$ cat config.mk
export PLATFORM = sky130hd
export DESIGN_NAME = cpd_prep
export DESIGN_NICKNAME = d
export VERILOG_FILES = /design/src/rtl/cpd_pkg.sv /design/src/rtl/cpd_prep.sv
export SDC_FILE = /design/constraint.sdc
export NUM_CORES = 1
export LEC_CHECK = 0
export BUFFER_PORTS_ARGS = -buffer_cell sky130_fd_sc_hd__buf_2
export CAP_MARGIN = 30
export CORE_MARGIN = 10
export CORE_UTILIZATION = 35
export DETAILED_ROUTE_END_ITERATION = 8
export PLACE_DENSITY = 0.7
export REMOVE_ABC_BUFFERS = 1
export SYNTH_ARGS = -nofsm -noshare
export SYNTH_HDL_FRONTEND = slang
export SYNTH_SLANG_ARGS = --single-unit
$ cat constraint.sdc
create_clock -name i_clk -period 5.08 [get_ports i_clk]
set_input_delay 0.762 -clock i_clk [delete_from_list [all_inputs] [get_ports i_clk]]
set_output_delay 0.762 -clock i_clk [all_outputs]
set_load 0.01 [all_outputs]
$ cat src/rtl/cpd_pkg.sv
// ----------------------------------------------------------------------------
// cpd_pkg: shared types and constants of the cartesian to polar converter
// fixed-point formats, rotator angle steps, gain terms and angle codes
// ----------------------------------------------------------------------------
package cpd_pkg;

    // fraction bits of the rotator x and y
    localparam int unsigned XY_FRAC = 16;

    // angle accumulator: degrees * 2^16, signed
    localparam int unsigned ZW = 25;
    // clamped first-quadrant angle width
    localparam int unsigned AW = 23;

    localparam logic signed [ZW-1:0] QUARTER_Q16 = 25'sd5898240;
    localparam logic [ZW-1:0]        HALF_Q16    = 25'd11796480;
    localparam logic [ZW-1:0]        FULL_Q16    = 25'd23592960;
    localparam logic [ZW-1:0]        ROUND_HALF  = 25'd512;

    // output angle codes, 1/64 degree
    localparam logic [14:0] ANGLE_ZERO  = 15'd0;
    localparam logic [14:0] ANGLE_POS_Y = 15'd5760;
    localparam logic [14:0] ANGLE_NEG_Y = 15'd17280;
    localparam logic [14:0] ANGLE_FULL  = 15'd23040;

    // rotator gain correction, Q30
    localparam logic [63:0] GAIN_BASE_Q30 = 64'd652032874;
    localparam logic [63:0] GAIN_TAIL_Q30 = 64'd434688583;
    localparam int unsigned GAIN_W = 30;

    localparam logic [15:0] RADIUS_MAX = 16'hFFFF;

    // sign and zero flags of the input point
    typedef struct packed {
        logic x_neg;
        logic y_neg;
        logic x_zero;
        logic y_zero;
    } t_quad_flags;

    // atan(2^-i) in degrees * 2^16, rounded to nearest
    function automatic logic [21:0] step_angle(input int unsigned idx);
        logic [21:0] v;
        case (idx)
            0:       v = 22'd2949120;
            1:       v = 22'd1740967;
            2:       v = 22'd919879;
            3:       v = 22'd466945;
            4:       v = 22'd234379;
            5:       v = 22'd117304;
            6:       v = 22'd58666;
            7:       v = 22'd29335;
            8:       v = 22'd14668;
            9:       v = 22'd7334;
            10:      v = 22'd3667;
            11:      v = 22'd1833;
            12:      v = 22'd917;
            13:      v = 22'd458;
            14:      v = 22'd229;
            15:      v = 22'd115;
            16:      v = 22'd57;
            17:      v = 22'd29;
            18:      v = 22'd14;
            19:      v = 22'd7;
            20:      v = 22'd4;
            21:      v = 22'd2;
            22:      v = 22'd1;
            default: v = 22'd0;
        endcase
        return v;
    endfunction

endpackage

$ cat src/rtl/cpd_prep.sv
// ----------------------------------------------------------------------------
// cpd_prep: input stage
// folds the point into the first quadrant and records its signs
// ----------------------------------------------------------------------------
module cpd_prep
    import cpd_pkg::*;
#(
    parameter int unsigned CW = 16,
    parameter int unsigned XW = CW + 19
) (
    input  logic                 i_clk,
    input  logic                 i_rst_n,
    input  logic                 i_valid,
    output logic                 o_ready,
    input  logic signed [15:0]   i_x_coord,
    input  logic signed [15:0]   i_y_coord,
    output logic                 o_valid,
    input  logic                 i_ready,
    output logic signed [XW-1:0] o_vx,
    output logic signed [XW-1:0] o_vy,
    output t_quad_flags          o_flags
);

    logic [CW-1:0] w_x_raw, w_y_raw;
    logic [CW-1:0] w_x_mag, w_y_mag;
    logic          w_en;

    logic                 r_valid;
    logic signed [XW-1:0] r_vx, r_vy;
    t_quad_flags          r_flags;

    // field read in its low CW bits, sign taken from bit CW-1
    assign w_x_raw = CW'($unsigned(i_x_coord));
    assign w_y_raw = CW'($unsigned(i_y_coord));
    assign w_x_mag = w_x_raw[CW-1] ? (~w_x_raw + 1'b1) : w_x_raw;
    assign w_y_mag = w_y_raw[CW-1] ? (~w_y_raw + 1'b1) : w_y_raw;

    assign w_en    = !r_valid || i_ready;
    assign o_ready = w_en;

    always_ff @(posedge i_clk) begin
        if (!i_rst_n) begin
            r_valid <= 1'b0;
        end else if (w_en) begin
            r_valid <= i_valid;
        end
    end

    always_ff @(posedge i_clk) begin
        if (w_en) begin
            r_vx           <= XW'({w_x_mag, {XY_FRAC{1'b0}}});
            r_vy           <= XW'({w_y_mag, {XY_FRAC{1'b0}}});
            r_flags.x_neg  <= w_x_raw[CW-1];
            r_flags.y_neg  <= w_y_raw[CW-1];
            r_flags.x_zero <= (w_x_mag == '0);
            r_flags.y_zero <= (w_y_mag == '0);
        end
    end

    assign o_valid = r_valid;
    assign o_vx    = r_vx;
    assign o_vy    = r_vy;
    assign o_flags = r_flags;

endmodule

# Word level (Yosys, flattened, before mapping)
# Index checks and enable logic that the tools add are counted.
[word_totals] regBits=37 input_bits=36
[op_classes] addsub=2 muxes=2 bitwise_logic=2 reduce_logical=4
[ops] op="adder 16 x 1 -> 16 bit (second input constant)" n=2
[ops] op="zero test 16 bit" n=2
[ops] op="two-way mux 16 bit" n=2
[ops] op="inverter 16 bit" n=2
[ops] op="zero test 1 bit" n=1
[ops] op="logical OR 1 bit" n=1

# Logic depth before layout (Yosys ltp)
[logic_depth] word_depth=4 ltp_mapped=8

# Worst setup path before layout
# Ideal clock, no wire load.
[synth_timing] kind="input to register" startpoint="in i_y_coord[8]" endpoint="reg r_flags, in the netlist o_flags[0] (data pin)" setup_ns=0.170 arrival_time_ns=2.647 required_time_ns=4.910 slack_ns=2.263 path_stages=6 n_path_buf=0 cell_sequence="or4_4 -> or4_4 -> o31ai_4 -> xnor2_1 -> or4_1 -> nor4_2"
[synth_between] elab_chain_cells=4
[synth_lines] element="start: declaration" line="cpd_prep.sv:16" rtl="input logic signed [15:0] i_y_coord,"
[synth_lines] element="inverter 16 bit" line="cpd_prep.sv:36" rtl="assign w_y_mag = w_y_raw[CW-1] ? (~w_y_raw + 1'b1) : w_y_raw;"
[synth_lines] element="adder 16 x 1 -> 16 bit" line="cpd_prep.sv:36"
[synth_lines] element="two-way mux 16 bit" line="cpd_prep.sv:36"
[synth_lines] element="via w_y_mag[14]" line="cpd_prep.sv:25" rtl="logic [CW-1:0] w_x_mag, w_y_mag;"
[synth_lines] element="zero test 16 bit" line="cpd_prep.sv:56" rtl="r_flags.y_zero <= (w_y_mag == '0);"
[synth_lines] element="end: declaration" line="cpd_prep.sv:30" rtl="t_quad_flags r_flags;"
# The timed path passes the listed nets, and every way through them passes these cells.
# A chain may end at the register's enable or synchronous reset.

# Worst setup path after layout
[layout_timing] startpoint="in i_y_coord[4]" endpoint="reg r_flags, in the netlist o_flags[0] (data pin)"
# Same word-level chain as after synthesis.

==> results.py <==
metrics = {
    "timing": {
        "tightest_slew_ns": 0.963,
        "rsz0062_at_grt": "false",
        "fin_crit_ns": 2.85,
        "maxSlewViolCount": 0,
        "timing.fmax_mhz": 351,
        "relSlewSlack_pct": 35.8,
        "final.setup.worst_slack_ns": 2.23,
        "tns_ns": 0,
        "skew_ns": 0.00348,
        "fin_crit_sh_pct": 56.1,
        "finalSetupViolCount": 0,
        "hold_viol": 0,
    },
    "route": {
        "postRouteAntennaNets": 0,
        "num_vias": 1771,
        "routedWlPerCell_um": 15.2,
        "drt_iter0_drc": 87,
        "drc": 0,
        "detail_route.first_pass.iterations": 4,
        "wirelength_um": 5660,
        "vias_per_cell": 4.76,
    },
    "die": {
        "core_mm2": 0.00639,
        "initial_core_util_pct": 36.2,
        "ios": 112,
        "chipWidth_um": 101,
        "die_h_um": 101,
        "die_area_mm2": 0.0103,
        "rows": 29,
    },
    "grt": {
        "globalRouteTotalUtil_pct": 10.2,
        "grt_max_degree": 39,
        "grtUsageMet2_pct": 16.8,
        "grt_overflow": 0,
        "use_met3_pct": 2.79,
        "grt-busiest-layer": "met2",
        "grtUsageMet1_pct": 12.6,
        "grt_pass1_wl_um": 8730,
        "grt_pass1_vias": 1860,
        "antenna_found_initial": 0,
    },
    "finish": {
        "layout_commonest_cell": "buf_2",
        "nFillCells": 635,
        "stdcell_count": 372,
        "n_antenna_cell": 0,
        "final_core_util_pct": 42.2,
        "mostFrequentLayoutCells": "buf_2, conb_1, edfxtp_1",
        "fin_nets": 332,
        "area_growth_syn_to_layout_pct": 16.5,
        "layout-drive-gt1-share_pct": 29.8,
    },
    "hold_path": {
        "hp-class": "primary input to register",
    },
    "outcome": {
        "status": "finished, final reports clean",
    },
    "yosys": {
        "ys_types": 39,
        "yosys_warnings": 0,
        "synthCells": 220,
        "netlist_area_mm2": 0.00231,
        "yosysTopAreaCell": "edfxtp_1",
        "ys_seq_elements": 37,
        "post-synth-top-area-fraction_pct": 46.7,
        "syn_avg_cell_area_um2": 10.5,
        "seq_area_frac_synth_pct": 47.6,
        "synth_area_leaders": "edfxtp_1, buf_4, xnor2_1, o21ai_0, nand2_1",
    },
    "critical_path": {
        "r2r_end": "o_vy[18]",
        "crit_type": "primary input to register",
        "critPathMaxFanout": 8,
        "r2r_start": "o_valid",
        "cp-start-kind": "primary input",
        "arrival_ns": 2.96,
        "worstSetupStartpoint": "i_y_coord[4]",
        "cp.required_ns": 5.19,
        "crit_end": "o_flags[0]",
        "critPathCaptureType": "register",
        "worstRegToRegCells": 1,
        "r2r_setup_slack_ns": 3.70,
    },
    "clock_tree": {
        "root_buffer": "clkbuf_8",
        "cts_num_sinks": 37,
        "ctsHoldBuffers": 0,
        "clkLatencyLatePin_ns": 0.27,
        "clk_path_buf_depth": 2,
        "cts.clk_slew.worst_paths_ns": 0.07,
        "cts_tree": "done",
        "cts_htree_levels": 2,
        "cts_resized": 0,
        "cts_made_buffers": 5,
        "cts_setup_buffers": 0,
    },
    "place": {
        "port_buffers": 73,
        "dp.cells": 364,
        "gp_congestion": 0.877,
        "dp_slack_ns": 1.93,
        "dpl.hpwl_um": 4520,
    },
    "power": {
        "peakVddDrop_v": 0.000117,
        "p_leak_nw": 1.14,
        "power_mw": 0.727,
        "powerDensity_mw_per_mm2": 269,
    },
    "run": {
        "maxCapViolCount": 0,
    },
}
-- sequential cells by signal (all words and copies together) (netlist names) --
name and cells:
o_vx 16, o_vy 16, o_flags 4, o_valid 1
-- cells in the mapped netlist --
cell	number
or3_1	2
buf_4	38
a21o_1	1
o41ai_1	2
dfxtp_1	1
clkbuf_1	5
nor2_1	13
a32o_1	2
nor4bb_1	1
mux2_2	2
a211o_1	1
o31ai_4	1
or4_4	2
nand4_1	1
o31a_1	1
edfxtp_1	36
a21oi_1	1
inv_1	6
nand3b_1	2
nand2b_1	8
nor2b_1	2
a31oi_1	1
nor4_1	7
or4_1	1
nand3_1	4
nor3_1	4
o31ai_1	5
ha_1	2
nor4_2	1
a32oi_1	1
nand2_1	16
a22oi_1	1
a21boi_0	2
or2_2	1
o21ai_0	18
conb_1	1
xnor2_1	24
xor2_1	2
and3_1	1
-- critical path, stage by stage --
cell,delay (ns)
buf_2,0.12
nor4_1,0.48
nand2_1,0.32
o41ai_1,0.44
xnor2_1,0.15
or4_1,0.53
nor4_2,0.15
-- metrics by stage --
stage,hold WS (ns),instance area (µm²)
floorplan,0.861,2150
finish,0.723,2700
CTS,0.712,2700
global route,0.718,2700
detailed placement,1.01,2610
global placement,1.01,2610
-- how the worst min path moves through the flow --
| stage | startpoint | to | slack (ns) | cells past startpoint |
|---|---|---|---|---|
| floorplan | i_y_coord[15] | o_flags[2] | 0.86 | 0 |
| global placement | i_valid | o_valid | 1.01 | 3 |
| detailed placement | i_y_coord[0] | o_vy[16] | 1.01 | 1 |
| CTS | i_valid | o_valid | 0.71 | 3 |
| global route | i_x_coord[0] | o_vx[16] | 0.72 | 1 |
| finish | i_valid | o_valid | 0.72 | 3 |
-- area by class of cell --
class                           count  area (µm²)  area share [%]
Tap cell                           77        96.3            3.57
Multi-Input combinational cell    171        1030            38.1
Clock inverter                      2        10.0           0.371
Inverter                            6        22.5           0.835
Sequential cell                    37        1100            40.8
Timing Repair Buffer               73         365            13.5
Clock buffer                        6        72.6            2.69
-- where the power goes --
group,switching [mW],internal (mW)
logic,0.0955,0.0585
clock network,0.0990,0.0951
registers,0.00726,0.371
-- logic make-up after synthesis --
family / synth area share, %
AOI/OAI and AO/OA: 11.0
xor gates and xnor gates: 9.84
adders and majority gates: 1.08
buffers and inverters: 14.1
DFF: 47.6
muxes: 0.973
other: 0.162
and+or+nand+nor: 15.3
-- layer usage --
layer  vias to the layer above  wire [µm]
li1                        865          -
met1                       816       2470
met2                        88       2720
met3                         2        422
met4                         0         44
met5                         -          0
Power figures use the tool's default switching activity.
