--- config.mk ---
export PLATFORM = sky130hd
export DESIGN_NAME = cpd_rot_stage
export DESIGN_NICKNAME = d
export VERILOG_FILES = /design/src/rtl/cpd_pkg.sv /design/src/rtl/cpd_rot_stage.sv
export SDC_FILE = /design/constraint.sdc
export NUM_CORES = 1
export LEC_CHECK = 0
export ABC_AREA = 1
export BUFFER_PORTS_ARGS = -buffer_cell sky130_fd_sc_hd__buf_2
export CAP_MARGIN = 40
export CORE_ASPECT_RATIO = 1.2
export CORE_MARGIN = 2
export CORE_UTILIZATION = 55
export DETAILED_ROUTE_END_ITERATION = 16
export GPL_ROUTABILITY_DRIVEN = 0
export PLACE_DENSITY = 0.79
export SLEW_MARGIN = 10
export SYNTH_ARGS = -nofsm -noshare
export SYNTH_HDL_FRONTEND = slang
export SYNTH_SLANG_ARGS = --single-unit
--- constraint.sdc ---
create_clock -name i_clk -period 3.72 [get_ports i_clk]
set_input_delay 0.372 -clock i_clk [delete_from_list [all_inputs] [get_ports i_clk]]
set_output_delay 0.372 -clock i_clk [all_outputs]
set_load 0.01 [all_outputs]
--- src/rtl/cpd_pkg.sv ---
// ----------------------------------------------------------------------------
// cpd_pkg: shared types and constants of the cartesian to polar converter
// fixed-point formats, rotator angle steps, gain terms and angle codes
// ----------------------------------------------------------------------------
package cpd_pkg;

    // fraction bits of the rotator x and y
    localparam int unsigned XY_FRAC = 16;

    // angle accumulator: degrees * 2^16, signed
    localparam int unsigned ZW = 25;
    // clamped first-quadrant angle width
    localparam int unsigned AW = 23;

    localparam logic signed [ZW-1:0] QUARTER_Q16 = 25'sd5898240;
    localparam logic [ZW-1:0]        HALF_Q16    = 25'd11796480;
    localparam logic [ZW-1:0]        FULL_Q16    = 25'd23592960;
    localparam logic [ZW-1:0]        ROUND_HALF  = 25'd512;

    // output angle codes, 1/64 degree
    localparam logic [14:0] ANGLE_ZERO  = 15'd0;
    localparam logic [14:0] ANGLE_POS_Y = 15'd5760;
    localparam logic [14:0] ANGLE_NEG_Y = 15'd17280;
    localparam logic [14:0] ANGLE_FULL  = 15'd23040;

    // rotator gain correction, Q30
    localparam logic [63:0] GAIN_BASE_Q30 = 64'd652032874;
    localparam logic [63:0] GAIN_TAIL_Q30 = 64'd434688583;
    localparam int unsigned GAIN_W = 30;

    localparam logic [15:0] RADIUS_MAX = 16'hFFFF;

    // sign and zero flags of the input point
    typedef struct packed {
        logic x_neg;
        logic y_neg;
        logic x_zero;
        logic y_zero;
    } t_quad_flags;

    // atan(2^-i) in degrees * 2^16, rounded to nearest
    function automatic logic [21:0] step_angle(input int unsigned idx);
        logic [21:0] v;
        case (idx)
            0:       v = 22'd2949120;
            1:       v = 22'd1740967;
            2:       v = 22'd919879;
            3:       v = 22'd466945;
            4:       v = 22'd234379;
            5:       v = 22'd117304;
            6:       v = 22'd58666;
            7:       v = 22'd29335;
            8:       v = 22'd14668;
            9:       v = 22'd7334;
            10:      v = 22'd3667;
            11:      v = 22'd1833;
            12:      v = 22'd917;
            13:      v = 22'd458;
            14:      v = 22'd229;
            15:      v = 22'd115;
            16:      v = 22'd57;
            17:      v = 22'd29;
            18:      v = 22'd14;
            19:      v = 22'd7;
            20:      v = 22'd4;
            21:      v = 22'd2;
            22:      v = 22'd1;
            default: v = 22'd0;
        endcase
        return v;
    endfunction

endpackage

--- src/rtl/cpd_rot_stage.sv ---
// ----------------------------------------------------------------------------
// cpd_rot_stage: one vectoring rotation of the cordic pipeline
// drives y towards zero and accumulates the angle step
// ----------------------------------------------------------------------------
module cpd_rot_stage
    import cpd_pkg::*;
#(
    parameter int unsigned XW    = 35,
    parameter int unsigned STAGE = 0
) (
    input  logic                 i_clk,
    input  logic                 i_rst_n,
    input  logic                 i_valid,
    output logic                 o_ready,
    input  logic signed [XW-1:0] i_vx,
    input  logic signed [XW-1:0] i_vy,
    input  logic signed [ZW-1:0] i_z,
    input  t_quad_flags          i_flags,
    output logic                 o_valid,
    input  logic                 i_ready,
    output logic signed [XW-1:0] o_vx,
    output logic signed [XW-1:0] o_vy,
    output logic signed [ZW-1:0] o_z,
    output t_quad_flags          o_flags
);

    localparam logic signed [ZW-1:0] STEP = $signed(ZW'(step_angle(STAGE)));

    logic signed [XW-1:0] w_dx, w_dy;
    logic                 w_en;

    logic                 r_valid;
    logic signed [XW-1:0] r_vx, r_vy;
    logic signed [ZW-1:0] r_z;
    t_quad_flags          r_flags;

    assign w_dx    = i_vy >>> STAGE;
    assign w_dy    = i_vx >>> STAGE;
    assign w_en    = !r_valid || i_ready;
    assign o_ready = w_en;

    always_ff @(posedge i_clk) begin
        if (!i_rst_n) begin
            r_valid <= 1'b0;
        end else if (w_en) begin
            r_valid <= i_valid;
        end
    end

    always_ff @(posedge i_clk) begin
        if (w_en) begin
            r_flags <= i_flags;
            if (!i_vy[XW-1]) begin
                r_vx <= i_vx + w_dx;
                r_vy <= i_vy - w_dy;
                r_z  <= i_z + STEP;
            end else begin
                r_vx <= i_vx - w_dx;
                r_vy <= i_vy + w_dy;
                r_z  <= i_z - STEP;
            end
        end
    end

    assign o_valid = r_valid;
    assign o_vx    = r_vx;
    assign o_vy    = r_vy;
    assign o_z     = r_z;
    assign o_flags = r_flags;

endmodule

== Yosys cells after proc, flatten, opt, wreduce, memory -nomap -nowiden ==
Cells that the tools add are included.
Widths: inputs -> output; s select.

* Output and inout bits: 101
* Input bits: 103
* Register bits after elaboration: 100

* Add/sub/neg operators: 5
* Multiplexer cells: 3
* Reductions and logical operators: 2

{| class="wikitable"
|+ Operator list
! kind !! count
|-
| $mux 35 || 2
|-
| $sub 35x35->35 || 2
|-
| $add 35x35->35 || 1
|-
| $add 25x23->25 const B || 1
|-
| $mux 25 || 1
|-
| $sub 25x23->25 const B || 1
|-
| $logic_not 1->1 || 1
|-
| $logic_or 1x1->1 || 1
|}

== Longest topological paths before layout ==
Gate-level depths: netlist of the first run.

* Depth after elaboration: 2
* Gate-level depth with buffers: 18

== Least setup slack after synthesis of the first run ==
No wires, ideal clock.

* Path type: input to register
* From: input port i_ready
* To: register r_valid (netlist: o_valid)
* Data required time: 3446 ps
* Cell stages on the path: 3
* Setup time: 274 ps
* Arrival: 2771 ps
* Slack: 676 ps
* Cells stage by stage: inv_1 > nand2_1 > a21boi_0

* Longest elaborated chain between the ends: 1

{| class="wikitable"
|+ Ends and longest elaborated chain
! item !! RTL line !! RTL
|-
| start, declared || cpd_rot_stage.sv:20 || <nowiki>input logic i_ready,</nowiki>
|-
| $logic_or 1x1->1 || cpd_rot_stage.sv:39 || <nowiki>assign w_en = !r_valid || i_ready;</nowiki>
|-
| named net o_ready || cpd_rot_stage.sv:14 || <nowiki>output logic o_ready,</nowiki>
|-
| end signal, assigned || cpd_rot_stage.sv:46 || <nowiki>r_valid <= i_valid;</nowiki>
|-
| end, declared || cpd_rot_stage.sv:32 || <nowiki>logic r_valid;</nowiki>
|}

The timed path passes the listed nets, and every way through them passes these cells.
A chain may end at the register's enable or synchronous reset.

== Worst setup path in the final report of the first run ==
* From: input port i_vx[0]
* To: register r_vx[32] (netlist: o_vx[32]) (data pin)

* Longest elaborated chain between the ends: 2
* Elaborated cells between the ends (all ways): 3

{| class="wikitable"
|+ Ends and longest elaborated chain
! item !! RTL line !! RTL
|-
| start, declared || cpd_rot_stage.sv:15 || <nowiki>input logic signed [XW-1:0] i_vx,</nowiki>
|-
| $add 35x35->35 / $sub 35x35->35 (equally long branches) || cpd_rot_stage.sv:54, cpd_rot_stage.sv:58 ||
|-
| $mux 35 (*) || cpd_rot_stage.sv:53 || <nowiki>if (!i_vy[XW-1]) begin</nowiki>
|-
| end signal, assigned || cpd_rot_stage.sv:54 || <nowiki>r_vx <= i_vx + w_dx;</nowiki>
|-
| end signal, assigned || cpd_rot_stage.sv:58 || <nowiki>r_vx <= i_vx - w_dx;</nowiki>
|-
| end, declared || cpd_rot_stage.sv:33 || <nowiki>logic signed [XW-1:0] r_vx, r_vy;</nowiki>
|}

Mark *: on every way between the ends. The rest lies on a longest branch, timed or not.

==> results of run 1 <==
[per-layer routing]
| layer | GRT usage, % | vias to the layer above |
|---|---|---|
| met1 | 38.69 | 5399 |
| met3 | 7.653 | 194 |
| met2 | 57.79 | 862 |
| met5 | 0 | - |
| li1 | - | 5637 |
| met4 | 19.62 | 2 |
[registers in the layout (all words and copies together) (netlist names)]
register	cells
o_vy	35
o_vx	34
o_z	25
o_flags	4
o_valid	1
[kinds of logic after synthesis]
logic type / synth area share [%]
flops: 27.38
fa+ha+maj: 13.34
buf+inv: 11.07
compound gates: 14.82
xor+xnor: 2.590
simple gates: 30.79
[synth_stat cells (4+ instances only)]
| master | number |
|---|---|
| a21boi_0 | 5 |
| a21o_1 | 7 |
| a21oi_1 | 137 |
| buf_2 | 15 |
| buf_4 | 18 |
| clkbuf_1 | 10 |
| edfxtp_1 | 98 |
| fa_1 | 4 |
| ha_1 | 109 |
| inv_1 | 241 |
| nand2_1 | 456 |
| nand3_1 | 147 |
| nand4_1 | 14 |
| nor2_1 | 140 |
| nor2_2 | 11 |
| nor3_1 | 15 |
| o211ai_2 | 4 |
| o21ai_0 | 86 |
| o21ai_1 | 15 |
| o21bai_1 | 17 |
| o22ai_1 | 9 |
| or2_2 | 4 |
| xor2_1 | 29 |
[per-stage QoR]
| stage | power, uW | worst slack, ns |
|---|---|---|
| 2_1_floorplan | 2601 | 0.6756 |
| 3_3_place_gp | 3135 | 0.9568 |
| 3_5_place_dp | 3171 | 0.9370 |
| 4_1_cts | 4219 | 1.308 |
| 5_1_grt | 4476 | 1.088 |
| 6_report | 4274 | 1.153 |
[power by group through the flow]
stage / Clock [uW] / Combinational (uW) / Sequential, uW
after global placement: 0 / 1620 / 1520
final: 1070 / 1710 / 1490
after CTS: 1060 / 1660 / 1500
after floorplan: 0 / 989 / 1610
after detailed placement: 0 / 1650 / 1520
after global routing: 1110 / 1860 / 1510
[how the worst min path moves through the flow]
stage                                      end  slack [ns]  cells past startpoint  startpoint
after floorplan           o_flags[0]$_DFFE_PP_        0.47                      0  i_flags[0]
after global placement    o_flags[0]$_DFFE_PP_        0.55                      1  i_flags[0]
after detailed placement     o_z[15]$_DFFE_PP_        0.55                      1     i_z[15]
after CTS                 o_flags[0]$_DFFE_PP_        0.18                      1  i_flags[0]
after global routing          o_z[6]$_DFFE_PP_        0.18                      1      i_z[6]
final                     o_flags[0]$_DFFE_PP_        0.18                      1  i_flags[0]
[area by class of cell]
type                    instances  area, um^2  area share (%)
inverters                     246       923.4           7.531
clock inverters                 7       97.59          0.7959
multi-input cells            1236        6668           54.38
clock buffers                   9       225.2           1.837
well taps                     261       326.6           2.663
flip-flops and latches         99        2963           24.16
repair buffers                207        1059           8.633
[worst max-delay path: cells and delay by family]
kind            cells  cell delay, ns
compound gates      1            0.50
fa+ha+maj           2            0.80
buf+inv             2            0.16
simple gates        9            0.85
==> reports/qor.csv, run 1 <==
metric,value,unit
run_status,finished clean,
port_buffers,203,
layout_common_cells,"nand2_1 (455), inv_1 (241), buf_2 (203)",
drt-initial-drc-count,1339,
syn_area,10820,um^2
grt_pass1_vias,11072,
h-tree-depth,3,
root_buffer,clkbuf_16,
max_slew_margin,45.16,%
seqPwrFrac,35.0,%
cp.arrival,2.69,ns
dr.pass1.iters,6,
worstMarginPinSlew,0.8226,ns
finalSetupViolations,0,
critical_path_class,in2reg,
cts_hold_buf,0,
fillers,1847,
fin_util,63.18,%
critPathLaunchType,primary input,
power_density,348.6,nW/um^2
wl,35930,um
fin_worst_skew,0.02131,ns
drc,0,
synth_top_area_share,27.20,%
core-area,19410,um^2
wire_per_inst,17.40,um
dieHeight,157.7,um
insertion_delay,0.37,ns
ir_drop,0.2678,mV
mostFrequentLayoutCell,nand2_1,
grt_antenna_before_repair,0,
num_rows,56,
fin_nets,2015,
min_period_over_period,69.01,%
whs,0.1816,ns
finalNonFillerCells,2065,
gr-total-overflow,0,
synth-seq-cells,99,
power.leakage,0.006441,uW
design_area,12260,um^2
critPathMostFrequentCell,nand2_1,
synthToLayoutAreaGrowth,13.32,%
cts-resized-gates,0,
setup-tns-final,0,ns
path_clk_slew,0.07,ns
die_w,132.0,um
fmax,0.3895,GHz
cts.sinks,99,
yosysSeqAreaShare,27.38,%
crit_fanout,4,
netlist_instances,1627,
cts_tree,yes,
worstSetupEndpointType,flop,
num_vias,12094,
final_antenna_net_count,0,
rsz0062_at_grt,false,
maxCapViolCount,0,
clock_path_buffers,2,
syn_avg_cell_area,6.651,um^2
hold_path_class,in2reg,
yosysWarnings,0,
crit_required,3.85,ns
die_area,20820,um^2
reg2reg_depth,2,
numCtsBuffers,9,
combPwrFrac,40.0,%
ys_async_sr_fraction,0,%
syn-num-nets,1843,
reg2reg_from,o_valid$_SDFFE_PN0P_,
swShare,39.30,%
r2r_slack,2.18,ns
viasPerCell,5.857,
hpwl,29230,um
p_int,2594,uW
post-cts-setup-buffer-count,0,
period_minus_slack,2.567,ns
p_sw,1680,uW
drive_gt1_share,14.08,%
io_pins,204,
place_area,11940,um^2
netlist-cell-type-count,41,
wirelength_met1,12810,um
met3WireLength,4195,um
critPathMaxStageDelay,0.50,ns
antenna_cells,0,
clkPwrFrac,25.0,%
crit_chain,buf_2 -> inv_1 -> ha_1 -> fa_1 -> o21bai_1 -> nand2_1 -> nand2_1 -> nand2_1 -> nand2_1 -> nand2_1 -> nand2_1 -> nand2_1 -> nand3_1 -> nand2_1,
highest_layer,met5,
synth_flop_cell,edfxtp_1,
synth-edff-count,98,
route.met2.wl,16590,um
slew_violations,0,
crit_start,i_vx[0],
yosys-top-cells-area,"edfxtp_1 (27%), nand2_1 (16%), ha_1 (13%), inv_1 (8.4%), nand3_1 (6.8%)",
grt_pass1_wl,54790,um
grt_max_degree,71,
start_util,55.75,%
finalHoldViolCount,0,
timing.rr.end,o_vx[13]$_DFFE_PP_,
grtUsageTotal,33.65,%
cp_slowest_cell,fa_1,
numPlacedInstances,2049,
post-synth-top-area-cell,edfxtp_1,
cp-endpoint,o_vx[32]$_DFFE_PP_,
(Power assumes the default switching activity.)
==> run 2: changes to the inputs <==
Settings changed: CORE_UTILIZATION 55 to 52.
Clock period 3.72 ns to 2.2 ns, I/O delays scaled along.
==> run 2 against run 1 <==
Register-to-register slack got worse by 1.4 ns. Critical path type unchanged. Non-clock buffer count increased by 250. Sequential share of layout area shrank 3.2 points. First-iteration DRC count up 13%. Highest routed layer is now met4. Via count rose by 8.8%. Critical path depth fell by 1. Routed wire length is 7.0% higher. Count of clock-buffer cells in the layout up 2. Largest power group unchanged. Core utilization grew 6.5 points.
==> reports/qor.csv, run 2 (synthesized netlist as in run 1, its figures left out) <==
metric,value,unit,change
grtUsageTotal,34.59,%,+0.94 points
grt_max_degree,71,,unchanged
cts.sinks,99,,unchanged
fillers,1680,,-9.0%
fin_nets,2265,,+12%
io_pins,204,,unchanged
drive_gt1_share,24.98,%,+11 points
grt_pass1_wl,59490,um,+8.6%
die_area,21980,um^2,+5.6%
insertion_delay,0.36,ns,about the same
clock_path_buffers,2,,unchanged
drc,0,,unchanged
run_status,finished clean,,
num_rows,57,,+1.8%
core-area,20330,um^2,+4.7%
die_w,135.7,um,+2.8%
wirelength_met1,13640,um,+6.4%
finalNonFillerCells,2319,,+12%
post-cts-setup-buffer-count,0,,unchanged
ir_drop,0.4984,mV,+86%
grt_antenna_before_repair,0,,unchanged
dr.pass1.iters,6,,unchanged
wire_per_inst,16.57,um,-4.7%
mostFrequentLayoutCell,nand2_1,,
largest_register_ffs,35,,unchanged
synthToLayoutAreaGrowth,30.82,%,
grt_pass1_vias,12368,,+12%
finalSetupViolations,0,,unchanged
maxCapViolCount,0,,unchanged
wl,38440,um,+7.0%
crit_required,2.32,ns,-1.53 ns
drt-initial-drc-count,1513,,+13%
dieHeight,162.0,um,+2.8%
viasPerCell,5.677,,-3.1%
max_slew_margin,43.51,%,-1.6 points
met3WireLength,4368,um,+4.1%
crit_fanout,7,,+3
power.leakage,0.007633,uW,+19%
finalHoldViolCount,0,,unchanged
numPlacedInstances,2303,,+12%
num_vias,13164,,+8.8%
critical_path_class,in2reg,,
highest_layer,met4,,
layout_common_cells,"nand2_1 (455), buf_4 (253), inv_1 (240)",,
whs,0.03124,ns,-0.1503 ns
hold_path_class,in2reg,,
worstMarginPinSlew,0.8473,ns,+0.02467 ns
rsz0062_at_grt,false,,
min_period_over_period,97.80,%,
fmax,0.4648,GHz,
fin_worst_skew,0.008280,ns,-0.01303 ns
hpwl,31540,um,+7.9%
power_density,544.1,nW/um^2,+56%
cp.arrival,2.27,ns,-0.42 ns
period_minus_slack,2.152,ns,
route.met2.wl,17440,um,+5.2%
slew_violations,0,,unchanged
final_antenna_net_count,0,,unchanged
root_buffer,clkbuf_16,,
numCtsBuffers,9,,unchanged
start_util,53.23,%,-2.5 points
worstSetupEndpointType,flop,,
antenna_cells,0,,unchanged
path_clk_slew,0.07,ns,about the same
gr-total-overflow,0,,unchanged
cts_tree,yes,,
critPathLaunchType,primary input,,
h-tree-depth,3,,unchanged
port_buffers,203,,unchanged
[run 2: changes by cell type in the layout (fill, tap and decap cells not counted), moves of 2 or more]
cell / change
a21oi_1: -2
o21bai_2: +2
o21bai_1: -2
a21oi_2: +2
o21ai_2: +2
buf_4: +250
clkbuf_1: +2
[run 2: area by class of cell]
class / instances / area [um^2] / share of cell area (%)
clock buffer: 11 / 232.7 / 1.644
clock inverter: 5 / 60.06 / 0.4243
inverter: 246 / 923.4 / 6.523
sequential: 99 / 2963 / 20.93
multi-input combinational: 1236 / 6709 / 47.40
timing repair buffer: 457 / 2935 / 20.74
tap: 265 / 331.6 / 2.342
[run 2: worst paths after layout]
kind | startpoint | to | slack [ns] | cells past startpoint
hold reg to reg | o_valid$_SDFFE_PN0P_ | o_z[14]$_DFFE_PP_ | 0.98 | 1
hold / removal | i_z[8] | o_z[8]$_DFFE_PP_ | 0.03 | 1
setup / recovery | i_vx[25] | o_vx[34]$_DFFE_PP_ | 0.05 | 13
setup reg to reg | o_valid$_SDFFE_PN0P_ | o_z[4]$_DFFE_PP_ | 0.83 | 2
[run 2: metal layers]
metal  vias up  track usage [%]
met5         -                0
met4         0            23.06
met3       215            5.556
met2       903            56.96
met1      5915            41.47
li1       6131                -
[run 2: power by group]
group | internal [uW] | switching [uW] | leakage (uW)
clock network | 891 | 762 | 0.000141
logic | 1420 | 2100 | 0.00646
registers | 2440 | 90.5 | 0.00103
total | 4750 | 2950 | 0.00763
[run 2: what timing repair did]
| item | 4_1_cts | 5_1_grt |
|---|---|---|
| hold buffers | 0 | 0 |
| gates resized for setup | 0 | 12 |
| setup endpoints to repair | 0 | 26 |
[run 2: worst max-delay path: stages]
cell	delay, ns
buf_2	0.09
inv_1	0.04
ha_1	0.48
inv_1	0.15
a21oi_1	0.21
a21boi_0	0.32
nand2_1	0.18
a21oi_2	0.26
nand2_1	0.08
nand2_1	0.06
nand2_1	0.07
nand2_1	0.06
nand2_1	0.06
[run 2: stage by stage]
stage / area, um^2 / setup WS, ns / TNS (ns) / power (uW) / util, %
2_1_floorplan: 10820 / 0.1170 / 0 / 4394 / -
3_3_place_gp: 13820 / -0.2391 / -5.485 / 5872 / 68.00
3_5_place_dp: 13820 / -0.3098 / -7.433 / 5962 / 68.00
4_1_cts: 14110 / 0.06360 / 0 / 7603 / 69.44
5_1_grt: 14150 / 0.01590 / 0 / 8110 / 69.64
6_report: 14150 / 0.04838 / 0 / 7702 / 69.64
