<file path="config.mk">
export PLATFORM = sky130hd
export DESIGN_NAME = cpd_post
export DESIGN_NICKNAME = d
export VERILOG_FILES = /design/src/rtl/cpd_pkg.sv /design/src/rtl/cpd_post.sv
export SDC_FILE = /design/constraint.sdc
export NUM_CORES = 1
export LEC_CHECK = 0
export BUFFER_PORTS_ARGS = -buffer_cell sky130_fd_sc_hd__buf_2
export CAP_MARGIN = 20
export CORE_ASPECT_RATIO = 0.9
export CORE_MARGIN = 10
export CORE_UTILIZATION = 60
export CTS_CLUSTER_DIAMETER = 50
export CTS_CLUSTER_SIZE = 25
export DETAILED_ROUTE_END_ITERATION = 8
export HOLD_SLACK_MARGIN = 0.02
export PLACE_DENSITY_LB_ADDON = 0.1
export SLEW_MARGIN = 30
export SYNTH_ARGS = -nofsm -noshare
export SYNTH_HDL_FRONTEND = slang
export SYNTH_SLANG_ARGS = --single-unit
</file>
<file path="constraint.sdc">
create_clock -name i_clk -period 11.23 [get_ports i_clk]
set_input_delay 2.246 -clock i_clk [delete_from_list [all_inputs] [get_ports i_clk]]
set_output_delay 2.246 -clock i_clk [all_outputs]
set_load 0.05 [all_outputs]
</file>
<file path="src/rtl/cpd_pkg.sv">
// ----------------------------------------------------------------------------
// cpd_pkg: shared types and constants of the cartesian to polar converter
// fixed-point formats, rotator angle steps, gain terms and angle codes
// ----------------------------------------------------------------------------
package cpd_pkg;

    // fraction bits of the rotator x and y
    localparam int unsigned XY_FRAC = 16;

    // angle accumulator: degrees * 2^16, signed
    localparam int unsigned ZW = 25;
    // clamped first-quadrant angle width
    localparam int unsigned AW = 23;

    localparam logic signed [ZW-1:0] QUARTER_Q16 = 25'sd5898240;
    localparam logic [ZW-1:0]        HALF_Q16    = 25'd11796480;
    localparam logic [ZW-1:0]        FULL_Q16    = 25'd23592960;
    localparam logic [ZW-1:0]        ROUND_HALF  = 25'd512;

    // output angle codes, 1/64 degree
    localparam logic [14:0] ANGLE_ZERO  = 15'd0;
    localparam logic [14:0] ANGLE_POS_Y = 15'd5760;
    localparam logic [14:0] ANGLE_NEG_Y = 15'd17280;
    localparam logic [14:0] ANGLE_FULL  = 15'd23040;

    // rotator gain correction, Q30
    localparam logic [63:0] GAIN_BASE_Q30 = 64'd652032874;
    localparam logic [63:0] GAIN_TAIL_Q30 = 64'd434688583;
    localparam int unsigned GAIN_W = 30;

    localparam logic [15:0] RADIUS_MAX = 16'hFFFF;

    // sign and zero flags of the input point
    typedef struct packed {
        logic x_neg;
        logic y_neg;
        logic x_zero;
        logic y_zero;
    } t_quad_flags;

    // atan(2^-i) in degrees * 2^16, rounded to nearest
    function automatic logic [21:0] step_angle(input int unsigned idx);
        logic [21:0] v;
        case (idx)
            0:       v = 22'd2949120;
            1:       v = 22'd1740967;
            2:       v = 22'd919879;
            3:       v = 22'd466945;
            4:       v = 22'd234379;
            5:       v = 22'd117304;
            6:       v = 22'd58666;
            7:       v = 22'd29335;
            8:       v = 22'd14668;
            9:       v = 22'd7334;
            10:      v = 22'd3667;
            11:      v = 22'd1833;
            12:      v = 22'd917;
            13:      v = 22'd458;
            14:      v = 22'd229;
            15:      v = 22'd115;
            16:      v = 22'd57;
            17:      v = 22'd29;
            18:      v = 22'd14;
            19:      v = 22'd7;
            20:      v = 22'd4;
            21:      v = 22'd2;
            22:      v = 22'd1;
            default: v = 22'd0;
        endcase
        return v;
    endfunction

endpackage

</file>
<file path="src/rtl/cpd_post.sv">
// ----------------------------------------------------------------------------
// cpd_post: gain correction and quadrant placement
// three stages: fraction product and clamp, integer product and quadrant,
// rounding with saturation and the axis cases
// ----------------------------------------------------------------------------
module cpd_post
    import cpd_pkg::*;
#(
    parameter int unsigned CW    = 16,
    parameter int unsigned STEPS = 16,
    parameter int unsigned XW    = CW + 19
) (
    input  logic                 i_clk,
    input  logic                 i_rst_n,
    input  logic                 i_valid,
    output logic                 o_ready,
    input  logic signed [XW-1:0] i_vx,
    input  logic signed [ZW-1:0] i_z,
    input  t_quad_flags          i_flags,
    output logic                 o_valid,
    input  logic                 i_ready,
    output logic [15:0]          o_radius,
    output logic [14:0]          o_angle_deg
);

    localparam logic [63:0] GAIN_L = GAIN_BASE_Q30 +
        ((GAIN_TAIL_Q30 + (64'd1 << (2 * STEPS - 1))) >> (2 * STEPS));
    localparam logic [GAIN_W-1:0] GAIN = GAIN_W'(GAIN_L);

    localparam int unsigned IW = XW - XY_FRAC;        // integer part of vx
    localparam int unsigned LW = XY_FRAC + GAIN_W;    // fraction product
    localparam int unsigned PW = IW + GAIN_W + 1;     // full product
    localparam int unsigned SW = (PW + 1 > 47) ? PW + 1 : 47;

    logic w_en1, w_en2, w_en3;

    // stage 1
    logic [LW-1:0] w_lo;
    logic [AW-1:0] w_a;
    logic          r_v1;
    logic [IW-1:0] r1_int;
    logic [LW-1:0] r1_lo;
    logic [AW-1:0] r1_a;
    t_quad_flags   r1_flags;

    // stage 2
    logic [PW-1:0] w_prod;
    logic [ZW-1:0] w_full, w_rnd;
    logic          r_v2;
    logic [PW-1:0] r2_prod;
    logic [14:0]   r2_ang;
    t_quad_flags   r2_flags;

    // stage 3
    logic [SW-1:0]    w_rsum;
    logic [SW-31:0]   w_rint;
    logic [15:0]      w_radius;
    logic [14:0]      w_angle;
    logic             r_v3;
    logic [15:0]      r3_radius;
    logic [14:0]      r3_angle;

    assign w_en3   = !r_v3 || i_ready;
    assign w_en2   = !r_v2 || w_en3;
    assign w_en1   = !r_v1 || w_en2;
    assign o_ready = w_en1;

    always_ff @(posedge i_clk) begin
        if (!i_rst_n) begin
            r_v1 <= 1'b0;
            r_v2 <= 1'b0;
            r_v3 <= 1'b0;
        end else begin
            if (w_en1) begin
                r_v1 <= i_valid;
            end
            if (w_en2) begin
                r_v2 <= r_v1;
            end
            if (w_en3) begin
                r_v3 <= r_v2;
            end
        end
    end

    // first-quadrant angle clamped to [0, 90] degrees
    always_comb begin
        if (i_flags.y_zero || i_z[ZW-1]) begin
            w_a = '0;
        end else if (i_z > QUARTER_Q16) begin
            w_a = AW'(QUARTER_Q16);
        end else begin
            w_a = AW'(i_z);
        end
    end

    assign w_lo = LW'(i_vx[XY_FRAC-1:0]) * LW'(GAIN);

    always_ff @(posedge i_clk) begin
        if (w_en1) begin
            r1_int   <= IW'($unsigned(i_vx[XW-1:XY_FRAC]));
            r1_lo    <= w_lo;
            r1_a     <= w_a;
            r1_flags <= i_flags;
        end
    end

    assign w_prod = PW'(r1_int) * PW'(GAIN) + PW'(r1_lo[LW-1:XY_FRAC]);

    always_comb begin
        case ({r1_flags.x_neg, r1_flags.y_neg})
            2'b00:   w_full = ZW'(r1_a);
            2'b01:   w_full = FULL_Q16 - ZW'(r1_a);
            2'b10:   w_full = HALF_Q16 - ZW'(r1_a);
            2'b11:   w_full = HALF_Q16 + ZW'(r1_a);
            default: w_full = '0;
        endcase
    end

    assign w_rnd = w_full + ROUND_HALF;

    always_ff @(posedge i_clk) begin
        if (w_en2) begin
            r2_prod  <= w_prod;
            r2_ang   <= w_rnd[ZW-1:10];
            r2_flags <= r1_flags;
        end
    end

    // radius: round the Q30 product and saturate to 16 bits
    assign w_rsum   = SW'(r2_prod) + (SW'(1) << 29);
    assign w_rint   = w_rsum[SW-1:30];
    assign w_radius = (|w_rint[SW-31:16]) ? RADIUS_MAX : w_rint[15:0];

    always_comb begin
        if (r2_flags.x_zero) begin
            if (r2_flags.y_zero) begin
                w_angle = ANGLE_ZERO;
            end else if (r2_flags.y_neg) begin
                w_angle = ANGLE_NEG_Y;
            end else begin
                w_angle = ANGLE_POS_Y;
            end
        end else if (r2_ang >= ANGLE_FULL) begin
            w_angle = r2_ang - ANGLE_FULL;
        end else begin
            w_angle = r2_ang;
        end
    end

    always_ff @(posedge i_clk) begin
        if (w_en3) begin
            r3_radius <= w_radius;
            r3_angle  <= w_angle;
        end
    end

    assign o_valid     = r_v3;
    assign o_radius    = r3_radius;
    assign o_angle_deg = r3_angle;

endmodule

</file>
# Yosys cells after proc, flatten, opt, wreduce, memory -nomap -nowiden
# Index checks and enable logic that the tools add are counted.
# op_classes
shifts	0
n_eq_ne	3
n_mul	2
n_bitwise	0
div	0
order_cmp	2
reduce_logical	10
addsub	7
muxes	6
# ops
cell	count
$pmux 25 s4	1
$mux 15	4
$add 50x30->51 const B	1
$add 49x30->50	1
$mul 19x29->48 const B	1
$mul 16x29->45 const B	1
$add 24x23->25 const A	1
$add 25x10->25 const B	1
$gt 25x24->1 const B	1
$sub 24x23->25 const A	1
$sub 25x23->25 const A	1
$mux 23	1
$ge 15x15->1 const B	1
$sub 15x15->15 const B	1
$reduce_or 5->1	1
$eq 2x2->1 const B	2
$logic_or 1x1->1	4
$logic_not 1->1	3
$eq 2x1->1 const B	1
$logic_not 2->1	1
$reduce_or 2->1	1
# word_totals
latch_bits	0
in_bits	68
rom_bits	0
register_bits	193
ramBits	0
wordCells	48
mem_count	0
output_inout_bits	33

# Longest topological paths before layout
# Gate-level depths: netlist of the first run.
# logic_depth
depth_word	4
depth_mapped	33
depth_no_buf	32

# Worst setup path before layout of the first run
# Ideal clock, no wire load.
# synth_path
path_kind	flip-flop to flip-flop
from	reg r1_int[2]
to	reg r2_prod[48], data pin
path_stages_with_launch	33
setup_slack_ps	3186
t_arrival_ps	7774
period_less_slack_ps	8044
cell_sequence	edfxtp_1 ha_1 fa_1 inv_1 fa_1 inv_1 fa_1 fa_1 inv_1 fa_1 inv_1 ha_1 a21oi_1 a21boi_0 a31o_2 nor3_1 or3_1 a21oi_1 o21ai_0 a31oi_1 xnor2_1 ha_1 nand4_1 nor4_1 nand2_1 o211a_1 a31oi_1 o211a_1 and4_1 buf_2 nand4_1 nor4_2 xor2_1
# synth_via
elab_chain_len	2
# synth_lines
element	line_no	text
start: declaration	cpd_post.sv:41	logic [IW-1:0] r1_int;
start signal: assignment	cpd_post.sv:101	r1_int <= IW'($unsigned(i_vx[XW-1:XY_FRAC]));
$mul 19x29->48	cpd_post.sv:108	assign w_prod = PW'(r1_int) * PW'(GAIN) + PW'(r1_lo[LW-1:XY_FRAC]);
$add 49x30->50	cpd_post.sv:108	
named net w_prod[48]	cpd_post.sv:47	logic [PW-1:0] w_prod;
end signal: assignment	cpd_post.sv:124	r2_prod <= w_prod;
end: declaration	cpd_post.sv:50	logic [PW-1:0] r2_prod;
# The timed path passes the listed nets, and every way through them passes these cells.
# A chain may end at the register's enable or synchronous reset.

# Final worst setup path of the first run
# layout_path
from	reg r1_int[9]
to	reg r2_prod[48], data pin
# Same word-level chain as after synthesis.

==> results by group, run 1 <==
Outcome
  • Outcome: finished, final reports clean

Floorplan
  • Die H: between 200 and 250 microns
  • Std-Cell Core Area: 40600 sq um
  • Width of the die: 234 microns
  • Rows: 70
  • Die area: 49600 sq um
  • I/O pins: roughly 100
  • Initial Util: 60.7%

CTS
  • Post_cts resized: 0
  • H-tree depth: 4
  • Hold-fix buffers at CTS: 0
  • Post-CTS setup buffers: 0
  • CTS tree: built
  • Clock transition at path regs: 0.07 ns
  • Clock sinks: 148
  • CTS root buffer: clkbuf_16
  • Clk_lat worst skew: 0.46 ns
  • Max clock buf depth: 2
  • CTS buffer count: 17

Synthesis
  • Ys Warns: 0
  • Mapped Nets: roughly 3200
  • Synth cell count leaders: 614 x inv_1, 412 x fa_1, 358 x ha_1
  • Synth cell types: 74
  • Synth area leader: fa_1
  • Asr flop ratio synth: 0%
  • Cell with the most instances after synthesis: inv_1
  • Synthesized flop and latch total: 148
  • Synth Area per Inst: 10.3 sq um
  • Top cells by area, synth: fa_1 33%, ha_1 18%, edfxtp_1 18%
  • Cell Area, Synth: ~25000 sq um
  • Register area share after synthesis: 17.9%
  • Number of synthesized flops with an enable pin: ~150
  • Post-Syn Instances: 2400
  • Synth top area share: 33.4%
  • Top FF cell, synth: edfxtp_1

Worst hold path
  • HP Start: r1_flags[1]$_DFFE_PP_
  • Hold-critical path endpoint: r2_flags[1]$_DFFE_PP_
  • Min-delay worst type: reg -> reg
  • Hold path cells: 0

Routing
  • Initial DRC Count: 1152
  • Vias per inst: 5.55
  • Wirelength per Cell: 20.6 microns
  • Antenna Nets Post-Route: 0
  • Total wire length: 62.8 mm
  • Residual DRC count: 0
  • Routed via count: around 17000
  • Total iterations of the first detailed-routing run: 5

Worst setup path
  • Worst r2r dst: r2_prod[48]$_DFFE_PP_
  • Worst EP arrival: 9.24 ns
  • Critical Path Fanout Max: 6
  • Critical Path RT: 11.41 ns
  • Cells on worst reg2reg path: 31
  • Reg2reg setup slack: 2.17 ns
  • Critical path's slowest cell: fa_1
  • Crit Reg-Reg Startpoint: r1_int[9]$_DFFE_PP_
  • Crit path largest cell delay: 0.60 ns
  • Worst Setup End Kind: register
  • Most used cell, CP: inv_1
  • Crit path kind: reg -> reg
  • Crit start category: register

STA
  • Max Clk Rate: 110 MHz
  • RSZ-0062 raised after global routing: no
  • Slew headroom: 42.3%
  • Actual slew at the worst max-slew pin: 0.865 ns
  • Max Slew Vio Count: 0
  • Final setup viols: 0
  • Minimum clock period: 9.06 ns
  • Final Hold Fails: 0
  • Clk_skew: 0.0138 ns
  • Final Cycle Share: 80.7%
  • PnR worst setup slack: 2.17 ns
  • Setup TNS: 0 ns

Job
  • Max-capacitance violation count: 0

GRT
  • Number of global-route vias before repair: 17900
  • Largest net degree at the start of global routing: 67
  • Global Route Usage Sum: 26.7%
  • First-pass GRT wire length: between 100 and 150 mm
  • Total gr overflow: 0
  • Antenna violations before repair: 0

Layout
  • Area Overhead vs Synth: 6.88%
  • Final #Nets: approximately 3300
  • Register area: 4410 sq um
  • ANT cells: 0
  • Fillcell total: approximately 3300
  • Area of the multi-input gates: 17800 sq um
  • Proportion of layout cells with a drive suffix above 1: 6.47%

Placed design
  • DP HPWL: 55.5 mm
  • Pre-CTS WS: ~2.3 ns
  • RD Place Congestion: 1.03
  • IO buf count: 100
critical path, delay by kind of cell (launching register included):
kind	cells	cell delay [ns]
adder cells (fa/ha/maj)	8	3.86
AND/OR/NAND/NOR	8	1.87
AO/OA/AOI/OAI	7	1.85
flip-flops	1	0.55
buffers and inverters	6	0.43
XOR/XNOR	2	0.22
registers in the layout (all words and copies together) (netlist names):
name / flops
r1_lo: 29
o_angle_deg: 15
r1_flags: 4
r2_flags: 3
o_valid: 1
r1_int: 19
r1_a: 23
r2_ang: 15
r_v2: 1
r2_prod: 21
o_radius: 16
r_v1: 1
stage by stage:
step	hold slack [ns]	util [%]	area [sq um]	cells
final	0.421	64.9	26400	3044
after global routing	0.447	64.9	26400	3044
after CTS	0.434	64.9	26400	3044
after detailed placement	0.421	63.3	25700	3012
after global placement	0.405	63.3	25700	3012
after floorplan	0.400	-	24700	2400
routing by layer:
| layer | vias to the layer above | wire length (microns) | track usage [%] | part of all wire (%) |
|---|---|---|---|---|
| li1 | 7906 | - | - | - |
| met1 | 8455 | 29800 | 40.3 | 47 |
| met2 | 493 | 27500 | 39.6 | 44 |
| met3 | 31 | 5200 | 6.34 | 8.3 |
| met4 | 0 | 391 | 3.16 | 0.62 |
| met5 | - | 0 | 0 | 0 |
cells in the final DEF (no fill, tap or decap), types with 17 or more instances in the layout:
master     count
nor2_1        84
nand4_1       27
buf_2        100
o21ai_0       60
clkbuf_16     17
nand3_1       31
edfxtp_1     145
nand2_1      118
nor3_1        20
nand2b_1      17
xor2_1        35
and3_1        18
a21oi_1      104
fa_1         412
ha_1         358
a21o_1        23
inv_1        613
xnor2_1       89
and2_1        26
nor2b_1       17
final cells by class:
cell class,count,area share (%)
multi-input combinational,1605,67.6
sequential,148,16.7
inverter,614,8.74
tap,540,2.56
timing repair buffer,105,2.04
clock buffer,17,1.61
clock inverter,15,0.703
worst max path at each step:
stage / start / end / depth (start not counted)
after floorplan: r1_int[2]$_DFFE_PP_ / r2_prod[48]$_DFFE_PP_ / 32
after global placement: r1_int[9]$_DFFE_PP_ / r2_prod[48]$_DFFE_PP_ / 31
after detailed placement: r1_int[7]$_DFFE_PP_ / r2_prod[48]$_DFFE_PP_ / 31
after CTS: r1_int[7]$_DFFE_PP_ / r2_prod[48]$_DFFE_PP_ / 31
after global routing: r1_int[7]$_DFFE_PP_ / r2_prod[48]$_DFFE_PP_ / 31
final: r1_int[9]$_DFFE_PP_ / r2_prod[48]$_DFFE_PP_ / 31
logic make-up (layout without fill, tap and decap cells):
kind of cell | Yosys count | count (layout) | share of synthesized area [%]
xor gates and xnor gates | 125 | 125 | 4.47
and+or+nand+nor | 402 | 402 | 8.10
AOI/OAI and AO/OA | 305 | 305 | 7.85
buffers and inverters | 647 | 751 | 9.94
muxes | 2 | 2 | 0.0863
DFF | 148 | 148 | 17.9
adders and majority gates | 771 | 771 | 51.7
Power of run 1 is not shown: default switching activity piles up to over one toggle a cycle in this logic, so the estimate is an artifact.
==> run 2, diff against run 1 <==
CORE_UTILIZATION = 59   (was 60)
clock period = 7.75 ns   (was 11.23 ns; I/O delays follow)
==> run 2 against run 1 <==
Against the previous run: setup slack lost 2.1 ns; sequential share of layout area decreased by 1.2 points; critical path depth rose by 4; wire length grew 4.8%; final area up 7.7%; die area increased by 1.5%; global-route usage decreased by 0.16 points; fmax grew 18%; via count increased by 5.8%; non-clock buffer count is 200 higher; first-iteration DRC count is 10% higher; clock-buffer cell count did not move; highest routed layer unchanged.
==> results by group, run 2 (synthesized netlist as in run 1, its figures left out) <==
Outcome
  • Outcome: finished, final reports clean

Layout
  • Most common cell after layout, fill and taps aside: inv_1
  • ANT cells: 0
  • Commonest cells after routing, fill and taps aside: 596 x inv_1, 401 x fa_1, 335 x ha_1, 191 x buf_4, 145 x edfxtp_1
  • Area of the multi-input gates: 18300 sq um
  • Final cell count without fillers: ~3200
  • Reg with most FFs: r1_lo
  • Area Overhead vs Synth: 15.1%
  • Finished Cell Area: 28400 sq um
  • Regs by FF count: r1_lo x29, r1_a x23, r2_prod x21
  • Fillcell total: 3173
  • Max FFs per register: 29
  • Final #Nets: 3529
  • Proportion of layout cells with a drive suffix above 1: 16.4%
  • Register area: 4410 sq um

STA
  • Actual slew at the worst max-slew pin: 0.864 ns
  • Final setup viols: 0
  • Slew headroom: 42.4%
  • Final Cycle Share: 99.3%
  • Max Clk Rate: 130 MHz
  • Max Slew Vio Count: 0
  • Minimum clock period: 7.69 ns
  • Clk_skew: 0.0150 ns
  • Fin Hold WS: 0.432 ns
  • RSZ-0062 raised after global routing: yes
  • Final Hold Fails: 0

Worst setup path
  • Critical path's slowest cell: fa_2
  • Crit Reg-Reg Startpoint: r1_int[9]$_DFFE_PP_
  • Crit start category: register
  • Critical Path RT: around 8 ns
  • Crit path kind: reg -> reg
  • Most used cell, CP: inv_1
  • Critical Path Fanout Max: 6
  • Crit. Startpoint: r1_int[9]$_DFFE_PP_
  • Worst Setup End Kind: register
  • Crit path largest cell delay: around 0.52 ns
  • Worst EP arrival: 7.90 ns

Placed design
  • # placed instances: 3176
  • DP HPWL: ~58 mm
  • IO buf count: 100
  • DP Area: 27000 sq um
  • RD Place Congestion: 1.04

CTS
  • CTS buffer count: 17
  • CTS root buffer: clkbuf_16
  • CTS tree: built
  • Clock sinks: 148
  • Max clock buf depth: 2
  • Clock transition at path regs: 0.08 ns
  • H-tree depth: 4
  • Hold-fix buffers at CTS: 0
  • Clk_lat worst skew: 0.45 ns

Worst hold path
  • Min-delay worst type: reg -> reg
  • HP Start: r1_flags[1]$_DFFE_PP_

GRT
  • Antenna violations before repair: 0
  • Global Route Usage Sum: 26.6%
  • First-pass GRT wire length: 105 mm
  • Number of global-route vias before repair: 19000
  • Total gr overflow: 0
  • Largest net degree at the start of global routing: 67

Routing
  • Total iterations of the first detailed-routing run: 6
  • Residual DRC count: 0
  • Routed via count: 17900
  • Total wire length: 65.9 mm
  • Antenna Nets Post-Route: 0
  • Wirelength per Cell: a little over 20 microns
  • Initial DRC Count: approximately 1300
  • Vias per inst: 5.51

Job
  • Max-capacitance violation count: 0

Floorplan
  • Std-Cell Core Area: 41000 sq um
  • Rows: 70
  • Width of the die: 236 microns
  • I/O pins: 101
  • Die H: 214 microns
  • Initial Util: between 60% and 70%
  • Die area: 50400 sq um
## run 2: final cells by class
| type | count | area share, % |
|---|---|---|
| Sequential cell | 148 | 15.6 |
| Multi-Input combinational cell | 1605 | 64.5 |
| Clock buffer | 17 | 1.50 |
| Clock inverter | 14 | 0.608 |
| Timing Repair Buffer | 305 | 7.37 |
| Inverter | 614 | 8.12 |
| Tap cell | 540 | 2.38 |
## run 2: layer usage
metal | track usage [%] | routed length, microns | share of wire (%)
met5 | 0 | 0 | 0
met4 | 3.82 | 619 | 0.94
met3 | 9.74 | 6810 | 10
met2 | 39.5 | 29100 | 44
met1 | 37.3 | 29300 | 45
## run 2: what timing repair did
action | 4_1_cts | 5_1_grt
buffers inserted | 22 | 17
pin swaps | 51 | 69
endpoints found under the setup margin | 17 | 17
gates resized for setup | 55 | 56
## run 2: per-stage QoR
stage	setup slack (ns)	setup TNS, ns	util [%]
after floorplan	0.0389	0	-
after global placement	-0.0986	-0.482	65.9
after detailed placement	-0.365	-3.73	65.9
after CTS	0.00000977	0	68.4
after global routing	-0.235	-1.94	69.2
final	0.0572	0	69.2
## run 2: final timing paths
kind                                               to  slack (ns)  cells past startpoint
worst min-delay path            r2_flags[1]$_DFFE_PP_        0.43                      0
worst max register to register  r2_prod[49]$_DFFE_PP_        0.06                     35
worst min register to register  r2_flags[1]$_DFFE_PP_        0.43                      0
worst max-delay path            r2_prod[49]$_DFFE_PP_        0.06                     35
## run 2: worst max-delay path: cells and delay by family, from the launching register on
| family | cells | cell delay (ns) |
|---|---|---|
| adder cells (fa/ha/maj) | 8 | 3.26 |
| AO/OA/AOI/OAI | 6 | 1.29 |
| buffers and inverters | 12 | 1.23 |
| AND/OR/NAND/NOR | 8 | 1.02 |
| flip-flops | 1 | 0.48 |
| XOR/XNOR | 1 | 0.15 |
Power of run 2 is left out for the same reason.
